## src/rtl/aab_pkg.sv

```systemverilog
// Shared types and constants for the ARGB alpha blend pipeline.
package aab_pkg;

    localparam int          CHAN_W     = 8;
    localparam int          NUM_CHAN   = 4;
    localparam int          PIX_W      = CHAN_W * NUM_CHAN;
    localparam int          PROD_W     = 2 * CHAN_W;
    localparam logic [7:0]  ALPHA_FULL = 8'hFF;
    localparam logic [7:0]  ALPHA_ZERO = 8'h00;
    localparam int          ALPHA_CH   = 3;

    typedef logic [1:0] mode_t;
    localparam mode_t MODE_BLEND = 2'd0;
    localparam mode_t MODE_DEST  = 2'd1;
    localparam mode_t MODE_SRC   = 2'd2;

    typedef logic [PROD_W-1:0] prod_t;

    // Stage 1 -> stage 2: weighted channel products
    typedef struct packed {
        mode_t                    mode;
        logic [PIX_W-1:0]         dest;
        logic [PIX_W-1:0]         src;
        prod_t [NUM_CHAN-1:0]     prod_s;
        prod_t [NUM_CHAN-1:0]     prod_d;
    } s1_data_t;

    // Stage 2 -> stage 3: per-channel sums, max 255*255 fits in 16 bits
    typedef struct packed {
        mode_t                    mode;
        logic [PIX_W-1:0]         dest;
        logic [PIX_W-1:0]         src;
        prod_t [NUM_CHAN-1:0]     sum;
    } s2_data_t;

endpackage

```

## src/rtl/aab_mul_stage.sv

```systemverilog
// Stage 1: case decode and per-channel alpha weighting multiplies.
module aab_mul_stage (
    input  logic                    clk,
    input  logic                    rst_n,
    input  logic                    valid_in,
    output logic                    ready_up,
    input  logic [31:0]             dest_pixel,
    input  logic [31:0]             src_color,
    input  logic                    direct_set,
    output logic                    valid_out,
    input  logic                    ready_dn,
    output aab_pkg::s1_data_t       data_out
);
    import aab_pkg::*;

    logic       valid_reg;
    s1_data_t   data_reg;
    s1_data_t   data_next;
    logic [7:0] sa;
    logic [7:0] da;
    logic [7:0] inv_a;

    assign ready_up  = !valid_reg || ready_dn;
    assign valid_out = valid_reg;
    assign data_out  = data_reg;

    always_comb
    begin
        sa    = src_color[31:24];
        da    = dest_pixel[31:24];
        inv_a = ALPHA_FULL - sa;
        data_next.dest = dest_pixel;
        data_next.src  = src_color;
        if (direct_set)
        begin
            data_next.mode = MODE_SRC;
        end
        else if (sa == ALPHA_ZERO)
        begin
            data_next.mode = MODE_DEST;
        end
        else if (sa == ALPHA_FULL || da == ALPHA_ZERO)
        begin
            data_next.mode = MODE_SRC;
        end
        else
        begin
            data_next.mode = MODE_BLEND;
        end
        for (int c = 0; c < NUM_CHAN; c++)
        begin
            // alpha channel blends a full-scale source against dest alpha
            if (c == ALPHA_CH)
            begin
                data_next.prod_s[c] = ALPHA_FULL * sa;
            end
            else
            begin
                data_next.prod_s[c] = src_color[c*CHAN_W +: CHAN_W] * sa;
            end
            data_next.prod_d[c] = dest_pixel[c*CHAN_W +: CHAN_W] * inv_a;
        end
    end

    always_ff @(posedge clk or negedge rst_n)
    begin
        if (!rst_n)
        begin
            valid_reg <= 1'b0;
        end
        else if (ready_up)
        begin
            valid_reg <= valid_in;
        end
    end

    always_ff @(posedge clk)
    begin
        if (valid_in && ready_up)
        begin
            data_reg <= data_next;
        end
    end

endmodule

```

## src/rtl/aab_sum_stage.sv

```systemverilog
// Stage 2: sum of source and destination weighted products.
module aab_sum_stage (
    input  logic                    clk,
    input  logic                    rst_n,
    input  logic                    valid_in,
    output logic                    ready_up,
    input  aab_pkg::s1_data_t       data_in,
    output logic                    valid_out,
    input  logic                    ready_dn,
    output aab_pkg::s2_data_t       data_out
);
    import aab_pkg::*;

    logic       valid_reg;
    s2_data_t   data_reg;
    s2_data_t   data_next;

    assign ready_up  = !valid_reg || ready_dn;
    assign valid_out = valid_reg;
    assign data_out  = data_reg;

    always_comb
    begin
        data_next.mode = data_in.mode;
        data_next.dest = data_in.dest;
        data_next.src  = data_in.src;
        for (int c = 0; c < NUM_CHAN; c++)
        begin
            // s*a + d*(255-a) <= 255*255, no overflow in 16 bits
            data_next.sum[c] = data_in.prod_s[c] + data_in.prod_d[c];
        end
    end

    always_ff @(posedge clk or negedge rst_n)
    begin
        if (!rst_n)
        begin
            valid_reg <= 1'b0;
        end
        else if (ready_up)
        begin
            valid_reg <= valid_in;
        end
    end

    always_ff @(posedge clk)
    begin
        if (valid_in && ready_up)
        begin
            data_reg <= data_next;
        end
    end

endmodule

```

## src/rtl/aab_div_stage.sv

```systemverilog
// Stage 3: divide by 255, clamp, select result, output register.
module aab_div_stage (
    input  logic                    clk,
    input  logic                    rst_n,
    input  logic                    valid_in,
    output logic                    ready_up,
    input  aab_pkg::s2_data_t       data_in,
    output logic                    valid_out,
    input  logic                    ready_dn,
    output logic [31:0]             pixel_out
);
    import aab_pkg::*;

    logic             valid_reg;
    logic [31:0]      pixel_reg;
    logic [31:0]      pixel_next;
    logic [31:0]      blended;
    logic [16:0]      acc  [NUM_CHAN];
    logic [8:0]       quot [NUM_CHAN];

    assign ready_up  = !valid_reg || ready_dn;
    assign valid_out = valid_reg;
    assign pixel_out = pixel_reg;

    always_comb
    begin
        for (int c = 0; c < NUM_CHAN; c++)
        begin
            // exact v/255 for v <= 255*255: (v + 1 + (v >> 8)) >> 8
            acc[c]  = {1'b0, data_in.sum[c]} + 17'd1
                      + {9'd0, data_in.sum[c][15:8]};
            quot[c] = acc[c][16:8];
            blended[c*CHAN_W +: CHAN_W] = quot[c][8] ? ALPHA_FULL : quot[c][7:0];
        end
        case (data_in.mode)
            MODE_DEST:  pixel_next = data_in.dest;
            MODE_SRC:   pixel_next = data_in.src;
            MODE_BLEND: pixel_next = blended;
            default:    pixel_next = blended;
        endcase
    end

    always_ff @(posedge clk or negedge rst_n)
    begin
        if (!rst_n)
        begin
            valid_reg <= 1'b0;
        end
        else if (ready_up)
        begin
            valid_reg <= valid_in;
        end
    end

    always_ff @(posedge clk)
    begin
        if (valid_in && ready_up)
        begin
            pixel_reg <= pixel_next;
        end
    end

endmodule

```

## src/rtl/argb_alpha_blend_unit.sv

```systemverilog
// Top level of the ARGB8888 source-over alpha blend pipeline.
//
//  channel  beat fields                              handshake
//  -------  ---------------------------------------  -------------------
//  in       dest_pixel[31:0] src_color[31:0]         in_valid / in_stall
//           direct_set
//  out      result_pixel[31:0]                       out_valid / out_stall
//
// One beat per clock in and out while out_stall is low; an accepted input beat
// reaches out_valid through the multiply, add and divide-by-255 stage registers.
// Reset clears the three stage valid bits only; payload registers are not reset.
// out_stall holds the output register; bubbles upstream still close up, and
// in_stall rises only once all three stages hold a beat.
module argb_alpha_blend_unit (
    input  logic        clk,
    input  logic        rst_n,
    input  logic        in_valid,
    output logic        in_stall,
    input  logic [31:0] dest_pixel,
    input  logic [31:0] src_color,
    input  logic        direct_set,
    output logic        out_valid,
    input  logic        out_stall,
    output logic [31:0] result_pixel
);
    import aab_pkg::*;

    // stage handshake between modules
    logic       s1_ready;
    logic       s1_valid;
    s1_data_t   s1_data;
    logic       s2_ready;
    logic       s2_valid;
    s2_data_t   s2_data;
    logic       s3_ready;

    assign in_stall = !s1_ready;

    // stage 1: decode blend case, weight channels by alpha
    aab_mul_stage u_mul (
        .clk        (clk),
        .rst_n      (rst_n),
        .valid_in   (in_valid),
        .ready_up   (s1_ready),
        .dest_pixel (dest_pixel),
        .src_color  (src_color),
        .direct_set (direct_set),
        .valid_out  (s1_valid),
        .ready_dn   (s2_ready),
        .data_out   (s1_data)
    );

    // stage 2: add weighted terms
    aab_sum_stage u_sum (
        .clk        (clk),
        .rst_n      (rst_n),
        .valid_in   (s1_valid),
        .ready_up   (s2_ready),
        .data_in    (s1_data),
        .valid_out  (s2_valid),
        .ready_dn   (s3_ready),
        .data_out   (s2_data)
    );

    // stage 3: divide by 255, pick final pixel, drive output
    aab_div_stage u_div (
        .clk        (clk),
        .rst_n      (rst_n),
        .valid_in   (s2_valid),
        .ready_up   (s3_ready),
        .data_in    (s2_data),
        .valid_out  (out_valid),
        .ready_dn   (!out_stall),
        .pixel_out  (result_pixel)
    );

    // input backs up only when every stage is occupied and output is held
    a_stall_full: assert property (@(posedge clk) disable iff (!rst_n)
        in_stall |-> (s1_valid && s2_valid && out_valid && out_stall))
        else $error("input stalled with a free pipeline slot");

    // a held stage 2 beat keeps its data
    a_s2_hold: assert property (@(posedge clk) disable iff (!rst_n)
        (s2_valid && !s3_ready) |=> (s2_valid && $stable(s2_data)))
        else $error("stage 2 beat lost or changed while held");

    // a held stage 1 beat keeps its data
    a_s1_hold: assert property (@(posedge clk) disable iff (!rst_n)
        (s1_valid && !s2_ready) |=> (s1_valid && $stable(s1_data)))
        else $error("stage 1 beat lost or changed while held");

    // an unstalled output never backs up the input
    a_no_false_stall: assert property (@(posedge clk) disable iff (!rst_n)
        !out_stall |-> !in_stall)
        else $error("input stalled while output drains");

endmodule
```

## config.mk

```make
export PLATFORM = sky130hd
export DESIGN_NAME = argb_alpha_blend_unit
export DESIGN_NICKNAME = d
export VERILOG_FILES = /design/src/rtl/aab_pkg.sv /design/src/rtl/aab_mul_stage.sv /design/src/rtl/aab_sum_stage.sv /design/src/rtl/aab_div_stage.sv /design/src/rtl/argb_alpha_blend_unit.sv
export SDC_FILE = /design/constraint.sdc
export NUM_CORES = 1
export LEC_CHECK = 0
export BUFFER_PORTS_ARGS = -buffer_cell sky130_fd_sc_hd__buf_4
export CORE_AREA = 2 2 261 263
export CTS_CLUSTER_DIAMETER = 150
export DETAILED_ROUTE_END_ITERATION = 6
export DIE_AREA = 0 0 263 265
export HOLD_SLACK_MARGIN = 0.1
export PLACE_DENSITY = 0.61
export SKIP_LAST_GASP = 1
export SYNTH_ARGS = -nofsm -noshare
export SYNTH_HDL_FRONTEND = slang
export SYNTH_HIERARCHICAL = 1
export SYNTH_SLANG_ARGS = --single-unit
```

## constraint.sdc

```tcl
create_clock -name clk -period 6.62 [get_ports clk]
set_input_delay 0 -clock clk [delete_from_list [all_inputs] [get_ports clk]]
set_output_delay 0 -clock clk [all_outputs]
set_load 0.01 [all_outputs]
```

==> run summary, run 1 <==
The flow ran to the end, and the final reports show no timing, DRC or antenna violations. The capturing element type of the critical path was a flip-flop. After synthesis, the largest family of logic cells by area is adder cells.

Across the run, the number of max-cap violations was 0. The worst path in the final design needs a cycle of 5.00 ns, including I/O delays and setup. Number of H-tree levels: 2. The placeable core region was 0.0668 sq mm; the detail-routed net length per standard cell was 18.9 microns. The HPWL after detailed placement is 55500 microns.

The logs give 0.000211 V for the worst vdd rail ir drop and 75500 microns for the routed wire length. The initial utilization of the core area, before any placement, comes to 47.8%. The post-synthesis mux area share came out at 0.317%. Counting distinct cell types in the post-synthesis netlist gives 79.

The cell type of the slowest stage on the worst timing path was dlygate4sd3_1. The slack of the worst reg-to-reg path is 3.94 ns. The worst setup path is launched from a primary input. The synthesized area is 0.0319 sq mm. The signal on the critical path passes through dlygate4sd3_1, buf_4, inv_1, nand2_1, fa_1, fa_1, inv_1, fa_1, inv_1, fa_1, inv_1, ha_1, o21ai_0, a21oi_1, a31o_1, a21oi_1, xnor2_1. The run gives 0 as the number of antenna-violating nets in the routed design. In this run the power density over the cells is 388 mW/mm^2. The clock passes through at most 3 buffers. The logs give 2 for the initial antenna violation count and 5 for the total iterations of the first detailed-routing run. The count of buffers added on input and output ports is 102. The area growth from synthesis to layout is 11.9%. In the routed layout, each cell is associated on average with a via count of 5.52. Row generation in the floorplan step produced 95 rows. For the worst setup path, the data arrival time is 5.31 ns. The run gives 22043 as the via count. Summing the areas of all and, or, nand and nor instances in the mapped netlist gives 13.7% of the synthesized area.

In this run the worst path has a maximum fanout of 51. In the final design database the tool counted 3817 nets. The classification of the worst setup path was primary input to flip-flop. Static timing analysis puts the maximum clock frequency at 200 MHz. Cell family with the largest share of critical-path delay: adder cells. The commonest register cell after synthesis was edfxtp_1. The synthesized netlist devotes 10.4% of its cell area to compound gates. At the end of routability-driven placement, the weighted congestion stood at 0.864. Of the total synthesized cell area, the portion taken by XOR and XNOR cells is 3.65%. 103 I/O pins were placed.

Adder-cell share of the synthesized area: 32.5%. After synthesis, the share of flip-flops with an asynchronous set or reset is 0.838%. The tools report the violation count after the first detailed-routing iteration as 1270. During synthesis, Yosys emitted a total of 6 warnings. The number of nets handed over by synthesis was 3662. The design draws 13.9 mW. Of the post-synthesis cell area, the dominant cell type holds 33.4%.

The largest single stage delay on the critical path is 0.56 ns. TritonCTS built the clock tree. Measured against its own limit, the worst slew margin works out to 30.3%. Counting flops with a built-in enable in the synthesized netlist gives 355. The tools report the maximum number of pins on one net before global-route repair as 144. The tools report the CTS sink count as 358. In the post-synthesis netlist, the biggest area contributors are edfxtp_1, fa_1, ha_1.

The number of max-slew violations in the final report was 0; the synthesized flop and latch total was 358. The die covers 0.0697 sq mm. For the final hold violation count, the log shows 0. Setup repair after global routing left no endpoint under its margin. The total overflow left after global routing is 0. For the number of global-route vias before repair, the log shows 23193.

For this design the static power due to leakage is 16.1 nW. For the total of endpoints with negative setup slack in the final report, the log shows 0. Summed over all failing endpoints, the final setup total negative slack is 0 ns. The first global-routing pass estimated 122000 microns of wire. The share of layout cells above drive strength 1 was 6.70%; the number of buffers and inverters on the critical path was 6.

The cell taking the most area after synthesis is edfxtp_1. Buffer cell driving the clock tree root: clkbuf_16. Required time of the worst setup path: 6.93 ns. After clock tree synthesis, the clock-pin slew on the worst setup and hold paths is 0.06 ns. The path class of the tightest hold or removal check is primary input to flip-flop.

Synthesis produced a netlist whose cell count is 2933. The total DRC errors in the routed layout is 0. Buffers added to address setup during post-CTS repair amount to 0. The die height works out to 265 microns. The overall global routing resource usage is 22.1%.

The tools report the number of buffers added by the clock tree synthesis step as 43. The share of the Yosys chip area taken by registers is 33.6%. The worst-margin pin slew is 1.04 ns, and the worst setup skew after layout is 0.0280 ns.

For the clock latency on the worst-skew pair, the log shows 0.57 ns. In the layout the commonest cells are inv_1, ha_1, edfxtp_1. The floorplan step set the die width to 263 microns. The library cell used most frequently in the layout, excluding fill and tap cells, is inv_1. The final period utilization works out to 75.5%. The average cell area after synthesis is 10.9 sq um.
## layer usage
| layer | vias up | share of wire [%] | GRT usage [%] |
|---|---|---|---|
| li1 | 10402 | - | - |
| met3 | 106 | 4.6 | 3.33 |
| met2 | 503 | 50 | 38.8 |
| met5 | - | 0 | 0 |
| met4 | 0 | 2.4 | 5.84 |
| met1 | 11032 | 43 | 28.5 |
## timing repair
action	CTS	global route
hold buffers	69	0
endpoints found under the hold margin	86	0
endpoints found under the setup margin	0	0
resized for setup	0	0
## cells by family after synthesis
| family | Yosys count |
|---|---|
| AOI/OAI and AO/OA | 484 |
| DFF | 358 |
| and+or+nand+nor | 801 |
| muxes | 10 |
| xor gates and xnor gates | 133 |
| adders and majority gates | 660 |
| buffers and inverters | 487 |
## power breakdown
group	total (mW)	leakage, nW	internal [mW]	switching, mW
Clock	2.45	0.711	1.49	0.959
Combinational	7.50	11.9	3.17	4.33
Sequential	3.92	3.47	3.56	0.360
## Yosys cell counts, drive strengths merged (9+ instances only)
cell	count
xor2	53
a31oi	12
fa	280
a31o	10
nor2	78
a21o	58
clkbuf	61
o211ai	17
inv	419
mux2i	9
nor4	10
nor3	45
ha	380
nand2b	12
a221oi	37
a21oi	138
nand2	160
and2	162
o21a	18
nand4	15
nor2b	226
and3	28
a2111oi	9
a211oi	50
and4	10
edfxtp	355
nand3	30
xnor2	80
o21ai	75
## state kept, by name (all words and copies together) (netlist names)
| register | flops |
|---|---|
| u_div/pixel_out | 32 |
| u_div/valid_out | 1 |
| u_mul/data_out | 193 |
| u_mul/valid_out | 1 |
| u_sum/data_out | 130 |
| u_sum/valid_out | 1 |
## final cells by class
type / count / area (sq um)
fillers: 5843 / 31100
well taps: 873 / 1090
clock inverters: 26 / 324
inverters: 419 / 1570
diodes: 1 / 2.50
clock buffers: 50 / 1120
multi-input cells: 2088 / 19300
flip-flops and latches: 358 / 10700
repair buffers: 178 / 1520
## worst register-to-register path, delay by kind of cell, from the launching register on
family / cells / cell delay [ns]
AOI/OAI and AO/OA: 3 / 0.91
adders and majority gates: 1 / 0.32
DFF: 1 / 0.45
and+or+nand+nor: 3 / 0.77
## worst paths after layout
check | startpoint | cells after the start | endpoint
worst max register to register | u_mul/data_out[17]$_DFFE_PP_ | 7 | u_sum/data_out[31]$_DFFE_PP_
min in group asynchronous | rst_n | 3 | u_sum/valid_out$_DFFE_PN0N_
max in group asynchronous | rst_n | 3 | u_mul/valid_out$_DFFE_PN0N_
worst max-delay path | src_color[29] | 17 | u_mul/data_out[28]$_DFFE_PP_
worst min register to register | u_mul/data_out[180]$_DFFE_PP_ | 0 | u_sum/data_out[116]$_DFFE_PP_
worst min-delay path | in_valid | 3 | u_mul/valid_out$_DFFE_PN0N_
## metrics by stage
| step | hold WS [ns] | cells | setup WS (ns) | util [%] | cell area (sq um) |
|---|---|---|---|---|---|
| finish | 0.181 | 3993 | 1.62 | 53.5 | 35700 |
| global route | 0.181 | 3993 | 1.41 | 53.5 | 35700 |
| CTS | 0.160 | 3992 | 1.66 | 53.5 | 35700 |
| detailed placement | -0.206 | 3847 | 1.66 | 50.3 | 33600 |
| global placement | -0.212 | 3847 | 1.78 | 50.3 | 33600 |
| floorplan | -0.296 | 2933 | 0.880 | - | 31900 |
Note: power is estimated with default switching activity, not from simulation.
==> run 2, diff against run 1 <==
--- a/config.mk
+++ b/config.mk
@@ -5,11 +5,12 @@
 export SDC_FILE = /design/constraint.sdc
 export NUM_CORES = 1
 export LEC_CHECK = 0
+export ABC_AREA = 1
 export BUFFER_PORTS_ARGS = -buffer_cell sky130_fd_sc_hd__buf_4
-export CORE_AREA = 2 2 261 263
+export CORE_AREA = 2 2 277 279
 export CTS_CLUSTER_DIAMETER = 150
 export DETAILED_ROUTE_END_ITERATION = 6
-export DIE_AREA = 0 0 263 265
+export DIE_AREA = 0 0 279 281
 export HOLD_SLACK_MARGIN = 0.1
 export PLACE_DENSITY = 0.61
 export SKIP_LAST_GASP = 1
==> constraint.sdc (replaced) <==
create_clock -name clk -period 4.6 [get_ports clk]
set_input_delay 0 -clock clk [delete_from_list [all_inputs] [get_ports clk]]
set_output_delay 0 -clock clk [all_outputs]
set_load 0.01 [all_outputs]
==> run 2 against run 1 <==
Global-route usage is 0.46 points higher. Die area is 12% higher. Synthesized cell count is 54% higher. Worst setup slack worse by 1.1 ns. Core utilization is 0.69 points lower. Final cell count is 42% higher. Sequential share of layout area is 3.1 points lower. Non-clock buffer count is 20 higher. Via count is 24% higher. Design area is 11% higher. Sequential cell count stayed put.
==> run summary, run 2 <==
Leading post-synthesis cells by cell area: edfxtp_1, fa_1, nand2_1 (was edfxtp_1, fa_1, ha_1). The area of the multi-input gates is 0.0205 sq mm (was 0.0193 sq mm). Type of the tightest min-delay check: primary input to flip-flop (unchanged).

The post-layout minimum cycle time was 4.10 ns; the die outline width was 279 microns (was 263 microns). The final critical path takes up 89.2% of the cycle. The area enclosed by the die boundary was 0.0784 sq mm (was 0.0697 sq mm); the initial antenna violation count was 3 (was 2). Share of layout cells above drive strength 1: 6.43% (was 6.70%). The static power due to leakage is 22.3 nW (was 16.1 nW), and the detail-routed net length per standard cell is 15.0 microns (was 18.9 microns). The sort of element at the start of the critical path is a primary input (unchanged). The number of global-route vias before repair came out at 27289 (was 23193).

The run gives 0.0107 sq mm (unchanged) as the storage element area. The run gives 0 (unchanged) as the total of endpoints with negative setup slack in the final report. The total global routing overflow came out at 0 (unchanged).

TritonCTS built the clock tree. Violation count after the first detailed-routing iteration: 1620 (was 1270). The placed wire-length estimate after detailed placement was 68100 microns (was 55500 microns); the distinct cell type count of the synthesized netlist was 38 (was 79). The arrival time reported for the critical path endpoint is 4.46 ns (was 5.31 ns), and the worst-margin pin slew is 0.872 ns (was 1.04 ns). The number of max-slew violations in the final report came out at 0 (unchanged). The maximum number of pins on one net before global-route repair came out at 100 (was 144). Number of antenna-violating nets in the routed design: 0 (unchanged). The maximum clock rate was 244 MHz; the clock latency on the worst-skew pair was 0.58 ns (was 0.57 ns). The cell type of the slowest stage on the worst timing path is dlygate4sd3_1 (unchanged).

The via count was 27435 (was 22043). The launch instance of the worst register-to-register path was u_sum/data_out[129]$_DFFE_PP_ (was u_mul/data_out[17]$_DFFE_PP_). The run gives 2 (unchanged) as the number of H-tree levels. The logs give 85300 microns (was 75500 microns) for the routed wire length and 30.0% (was 33.6%) for the proportion of synthesized chip area in sequential cells. The CTS sink count is 358 (unchanged).

The total DRC errors in the routed layout is 0 (unchanged), and the worst slack at placement is 0.541 ns (was 1.66 ns). Cells along the critical path: dlygate4sd3_1, buf_4, buf_4, nor2_1, fa_1, fa_1, inv_1, fa_1, fa_1, inv_1, ha_1, nand2_1, nand3_2, nand2_1, nand2_1, xor2_1 (was dlygate4sd3_1, buf_4, inv_1, nand2_1, fa_1, fa_1, inv_1, fa_1, inv_1, fa_1, inv_1, ha_1, o21ai_0, a21oi_1, a31o_1, a21oi_1, xnor2_1). The max-cap check violation count was 0 (unchanged); the placer congestion estimate was 0.911 (was 0.864).

The buffer cell driving the clock tree root is clkbuf_16 (unchanged). The tools report the post-CTS setup buffer count as 0 (unchanged). The logs give 0.0269 ns (was 0.0280 ns) for the worst setup skew after layout and 103 (unchanged) for the number of top-level pins.

For the synthesized area, the log shows 0.0358 sq mm (was 0.0319 sq mm). The delay of the slowest critical-path stage is 0.58 ns (was 0.56 ns), and the number of buffer cells added on primary ports is 102 (unchanged). The share of synthesized registers carrying an async set or reset works out to 0.838% (unchanged).

For the hold buffer count at cts, the log shows 70 (was 69). Setup repair after global routing left no endpoint under its margin. The required time of the worst setup path is 4.95 ns (was 6.93 ns). Commonest register cell after synthesis: edfxtp_1 (unchanged). The average cell area after synthesis is 7.94 sq um (was 10.9 sq um). The buffer levels on the longest clock path was 3 (unchanged); the instance count of the mapped netlist was 4506 (was 2933). The number of nets in the synthesized netlist was 5235 (was 3662). Final hold violation count: 0 (unchanged). The worst vdd rail ir drop was 0.000272 V (was 0.000211 V). Classification of the worst setup path: primary input to flip-flop (unchanged).

The tools report the critical path startpoint as src_color[27] (was src_color[29]). The power per cell area was 550 mW/mm^2 (was 388 mW/mm^2). The yosys synthesis warning count is 6 (unchanged), and the total iterations of the first detailed-routing run is 5 (unchanged). The net count of the finished layout came out at 5394 (was 3817). The cell taking the most area after synthesis is edfxtp_1 (unchanged).

The number of enable flip-flop cells after synthesis came out at 355 (unchanged). Number of resized instances in the post-cts repair step: 0 (unchanged). Via count normalized by instance count: 4.83 (was 5.52).

The commonest non-fill, non-tap cell in the layout is nand2_1 (was inv_1). Synthesized flop and latch total: 358 (unchanged). The run gives 7193 (was 5843) as the total of fill cells in the finished design. The global-route wire length before repair is 140000 microns (was 122000 microns), and the overall global routing resource usage is 22.6% (was 22.1%). The capturing element type of the critical path is a flip-flop (unchanged).

The placeable core region was 0.0754 sq mm (was 0.0668 sq mm); the share of Yosys cell area claimed by the top area cell type was 29.8% (was 33.4%). The flip-flop count of the largest register, all copies and words added was 193 (unchanged); the post-CTS clock slew at the launch and capture registers of the worst setup and hold paths was 0.06 ns (about the same). The number of buffers added by the clock tree synthesis step came out at 45 (was 43). The highest net fanout along the worst path was 27 (was 51). For the standard-cell row count, the log shows 101 (was 95).

The tools report the launch point of the worst hold path as dest_pixel[31] (was in_valid). Initial cell density of the core: 47.4% (was 47.8%). Relative slew slack: 41.9% (was 30.3%).

The tools report the final setup slack of the worst path as 0.495 ns (was 1.62 ns). The run finished with clean final reports. Leading post-synthesis cells by instance count: nand2_1, inv_1, nor2_1, ha_1, edfxtp_1 (was inv_1, ha_1, edfxtp_1, fa_1, nor2b_1).

The most repeated cell in the gate-level netlist after synthesis is nand2_1 (was inv_1). The die height was 281 microns (was 265 microns); the signed area change from the synthesized netlist to the final layout was 11.2% (was 11.9%). The final sum of negative setup slack was 0 ns (unchanged). Most frequent cells in the layout: nand2_1, inv_1, nor2_1 (was inv_1, ha_1, edfxtp_1).

Among the stages of the critical path, the cell type that occurs most often is fa_1.
[run 2: changes by cell type in the layout (fill, tap and decap cells not counted), moves of 56 or more]
cell / previous run / this run
nand2_1: 159 / 1337
nor2_1: 78 / 388
nand3_1: 30 / 176
and2_1: 159 / 6
a21o_1: 57 / 1
a21oi_1: 138 / 74
inv_1: 419 / 1091
xnor2_1: 80 / 15
nor2b_1: 226 / 0
[run 2: stage by stage]
stage               util [%]  area [sq um]  power [mW]  instances  hold WS (ns)
floorplan                  -         35800        15.2       4506        -0.296
detailed placement      49.9         37700        18.4       5526        -0.206
CTS                     52.8         39800        22.1       5675         0.159
global route            52.8         39800        24.3       5676         0.173
finish                  52.8         39800        21.9       5676         0.187
global placement        49.9         37700        18.3       5526        -0.205
[run 2: worst paths after layout]
path / cells after the start / to / slack [ns]
hold reg to reg: 0 / u_sum/data_out[93]$_DFFE_PP_ / 0.42
min in group asynchronous: 3 / u_sum/valid_out$_DFFE_PN0N_ / 0.32
setup / recovery: 16 / u_mul/data_out[9]$_DFFE_PP_ / 0.50
hold / removal: 2 / u_mul/data_out[191]$_DFFE_PP_ / 0.19
max in group asynchronous: 3 / u_div/valid_out$_DFFE_PN0N_ / 4.12
setup reg to reg: 4 / u_div/pixel_out[16]$_DFFE_PP_ / 2.39
[run 2: where the power goes]
part	switching, mW	leakage (nW)	internal [mW]	total [mW]
combinational	8.19	18.1	4.62	12.8
clock	1.41	0.700	2.10	3.51
sequential	0.527	3.48	5.06	5.59
[run 2: cell type report]
| cell class | instances | share of cell area [%] |
|---|---|---|
| multi-input cells | 2944 | 51.5 |
| flip-flops and latches | 358 | 27.0 |
| inverters | 1118 | 10.5 |
| repair buffers | 198 | 4.30 |
| well taps | 978 | 3.07 |
| clock buffers | 51 | 2.94 |
| clock inverters | 28 | 0.720 |
| diodes | 1 | 0.00628 |
[run 2: cells by family (layout without fill, tap and decap cells)]
logic type      count (synthesis)  in the layout  synth area share (%)
buf+inv                      1204           1395                  12.9
flops                         358            358                  30.0
compound gates                135            135                  2.35
other cells                     0              1                     0
xor+xnor                       87             87                  2.13
fa+ha+maj                     660            660                  28.9
simple gates                 2062           2062                  23.7
[run 2: critical path, delay by kind of cell]
family / cells / cell delay, ns
adders and majority gates: 5 / 2.25
xor gates and xnor gates: 1 / 0.30
and+or+nand+nor: 5 / 0.52
buffers and inverters: 5 / 1.38
[run 2: per-layer routing]
metal | track usage, % | vias up | wire [microns]
met3 | 3.18 | 116 | 4140
met5 | 0 | - | 16
met4 | 6.09 | 2 | 2080
li1 | - | 14011 | -
met2 | 39.4 | 542 | 41100
met1 | 29.3 | 12764 | 38000
==> run 3, diff against run 2 <==
--- a/config.mk
+++ b/config.mk
@@ -11,6 +11,7 @@
 export CTS_CLUSTER_DIAMETER = 150
 export DETAILED_ROUTE_END_ITERATION = 6
 export DIE_AREA = 0 0 279 281
+export GPL_TIMING_DRIVEN = 0
 export HOLD_SLACK_MARGIN = 0.1
 export PLACE_DENSITY = 0.61
 export SKIP_LAST_GASP = 1
==> run 3 against run 2 <==
Critical path depth increased by 1. Maximum frequency decreased by 6.2%. Clock skew is 0.0065 ns lower.
==> run summary, run 3 (synthesis results as in run 2) <==
The flow ran to the end, and the final reports show no timing, DRC or antenna violations. Post-CTS clock slew at the launch and capture registers of the worst setup and hold paths: 0.07 ns (was 0.06 ns). The run gives 92000 microns (was 85300 microns) as the routed wire length.

The launch point of the worst hold path was src_color[11] (was dest_pixel[31]). The final period utilization is 95.2% (was 89.2%). The number of buffer cells added on primary ports is 102 (unchanged). Final hold violation count: 0 (unchanged). The tools report the relative slew slack as 19.0% (was 41.9%). For the initial cell density of the core, the log shows 47.4% (unchanged). The detail-routed net length per standard cell is 16.0 microns (was 15.0 microns). The tools report the worst setup skew after layout as 0.0204 ns (was 0.0269 ns).

The logs give 28119 (was 27435) for the via count and 0 (unchanged) for the number of max-slew violations in the final report. The maximum number of pins on one net before global-route repair was 33 (was 100). The final core utilization is 53.4% (was 52.8%). The signed area change from the synthesized netlist to the final layout was 12.5% (was 11.2%); the via count normalized by instance count was 4.89 (was 4.83).

The initial antenna violation count is 2 (was 3). The maximum clock rate was 228 MHz (was 244 MHz). Endpoint of the worst hold-timing path: u_mul/data_out[139]$_DFFE_PP_ (was u_mul/data_out[191]$_DFFE_PP_). TritonCTS built the clock tree.

The logs give 74500 microns (was 68100 microns) for the placed wire-length estimate after detailed placement and 101 (unchanged) for the standard-cell row count. The run gives 0 (unchanged) as the max-cap check violation count. The global-route wire length before repair is 148000 microns (was 140000 microns).

The die height was 281 microns (unchanged). The highest net fanout along the worst path is 10 (was 27), and the static power due to leakage is 22.5 nW (was 22.3 nW). The post-layout minimum cycle time is 4.38 ns (was 4.10 ns), and the overall power of the completed layout is 22.0 mW (was 21.9 mW).

For the placeable core region, the log shows 0.0754 sq mm (unchanged). Type of the tightest min-delay check: primary input to flip-flop (unchanged). The share of layout cells above drive strength 1 came out at 7.27% (was 6.43%).

The violation count after the first detailed-routing iteration came out at 1949 (was 1620). For the number of antenna-violating nets in the routed design, the log shows 0 (unchanged). The total DRC errors in the routed layout came out at 0 (unchanged). The flip-flop count of the largest register, all copies and words added is 193 (unchanged), and the worst slack at placement is -0.0783 ns (was 0.541 ns).

The overall global routing resource usage is 24.3% (was 22.6%). The number of top-level pins was 103 (unchanged); the worst hold path stage count was 2 (unchanged). The CTS sink count was 358 (unchanged); the net count of the finished layout was 5465 (was 5394).

The slack of the worst reg-to-reg path was 1.90 ns (was 2.39 ns); the worst vdd rail ir drop was 0.000475 V (was 0.000272 V). The run gives 27482 (was 27289) as the number of global-route vias before repair. Capturing element type of the critical path: a flip-flop (unchanged).

The total of endpoints with negative setup slack in the final report was 0 (unchanged). The cell type of the slowest stage on the worst timing path was fa_1 (was dlygate4sd3_1). The delay of the slowest critical-path stage was 0.56 ns (was 0.58 ns); the placer congestion estimate was 0.924 (was 0.911). The logs give 0 ns (unchanged) for the final sum of negative setup slack and 4.96 ns (was 4.95 ns) for the required time of the worst setup path.

Power per cell area: 548 mW/mm^2 (was 550 mW/mm^2). The clock latency on the worst-skew pair was 0.58 ns (about the same); the buffer levels on the longest clock path was 3 (unchanged). The tools report the launch instance of the worst register-to-register path as u_sum/data_out[128]$_DFFE_PP_ (was u_sum/data_out[129]$_DFFE_PP_). Most frequent cells in the layout: nand2_1, inv_1, nor2_1 (unchanged).

Classification of the worst setup path: primary input to flip-flop (unchanged). The number of cell instances on the worst register-to-register path is 6 (was 4), and the final setup slack of the worst path is 0.223 ns (was 0.495 ns). For the number of buffers added by the clock tree synthesis step, the log shows 43 (was 45). The tools report the end of the worst register-to-register path as u_div/pixel_out[2]$_DFFE_PP_ (was u_div/pixel_out[16]$_DFFE_PP_). The worst-margin pin slew is 1.21 ns (was 0.872 ns), and the area enclosed by the die boundary is 0.0784 sq mm (unchanged). The run gives 0 (unchanged) as the post-CTS setup buffer count. The buffer cell driving the clock tree root is clkbuf_16 (unchanged). Cells along the critical path: dlygate4sd3_1, buf_4, buf_2, clkbuf_4, nor2_1, fa_1, fa_1, fa_1, inv_1, fa_1, inv_1, ha_1, nand2_1, nor2_1, nand2_1, nand2_1, xor2_1 (was dlygate4sd3_1, buf_4, buf_4, nor2_1, fa_1, fa_1, inv_1, fa_1, fa_1, inv_1, ha_1, nand2_1, nand3_2, nand2_1, nand2_1, xor2_1).

The sort of element at the start of the critical path was a primary input (unchanged). The run gives 7 (was 5) as the total iterations of the first detailed-routing run. For the total global routing overflow, the log shows 0 (unchanged). The run gives 2 (unchanged) as the number of H-tree levels. The run gives 4.74 ns (was 4.46 ns) as the arrival time reported for the critical path endpoint. The commonest non-fill, non-tap cell in the layout was nand2_1 (unchanged). Setup repair after global routing left no endpoint under its margin. The most numerous cell on the critical path was fa_1 (unchanged). Die outline width: 279 microns (unchanged).
## run 3: critical path, delay by kind of cell
kind          cells  cell delay [ns]
simple gates      5             0.52
xor+xnor          1             0.27
buf+inv           6             1.50
fa+ha+maj         5             2.43
## run 3: worst max path at each step
stage	start	to	slack [ns]	depth (start not counted)
6_report	src_color[29]	u_mul/data_out[26]$_DFFE_PP_	0.22	17
3_5_place_dp	src_color[26]	u_mul/data_out[31]$_DFFE_PP_	-0.08	19
2_1_floorplan	u_div/valid_out$_DFFE_PN0N_	u_mul/data_out[0]$_DFFE_PP_	0.20	5
4_1_cts	src_color[29]	u_mul/data_out[31]$_DFFE_PP_	0.17	20
5_1_grt	src_color[29]	u_mul/data_out[111]$_DFFE_PP_	0.04	20
3_3_place_gp	u_div/valid_out$_DFFE_PN0N_	u_mul/data_out[95]$_DFFE_PP_	-1.35	5
## run 3: layout make-up
cell class | count | area (sq um)
Clock inverter | 29 | 298
Timing Repair Buffer | 185 | 1760
Multi-Input combinational cell | 2944 | 20500
Antenna cell | 1 | 2.50
Fill cell | 7152 | 35200
Clock buffer | 50 | 1140
Inverter | 1118 | 4200
Sequential cell | 358 | 10700
Buffer | 86 | 415
Tap cell | 978 | 1220
## run 3: power by group
group	switching (mW)	total [mW]	internal [mW]
clock network	1.43	3.51	2.07
registers	0.475	5.53	5.05
logic	8.34	13.0	4.67
total	10.2	22.0	11.8
## run 3: per-stage QoR
step                hold slack, ns  cells  area (sq um)
floorplan                   -0.296   4506         35800
global placement            -0.207   5586         37800
detailed placement          -0.209   5599         38100
CTS                          0.123   5748         40300
global route                 0.158   5748         40300
finish                       0.161   5749         40300
## run 3: routing by layer
metal	global-route usage (%)	share of wire, %	vias up
met4	8.70	3.9	2
met1	32.8	45	13099
met2	39.7	45	688
met5	0	0.0076	-
met3	3.92	6.4	158
li1	-	-	14172
## run 3: repair_timing
action / CTS / global route
gates resized for setup: 0 / 1
endpoints found under the setup margin: 0 / 3
hold buffers: 70 / 0
hold endpoints to repair: 148 / 0
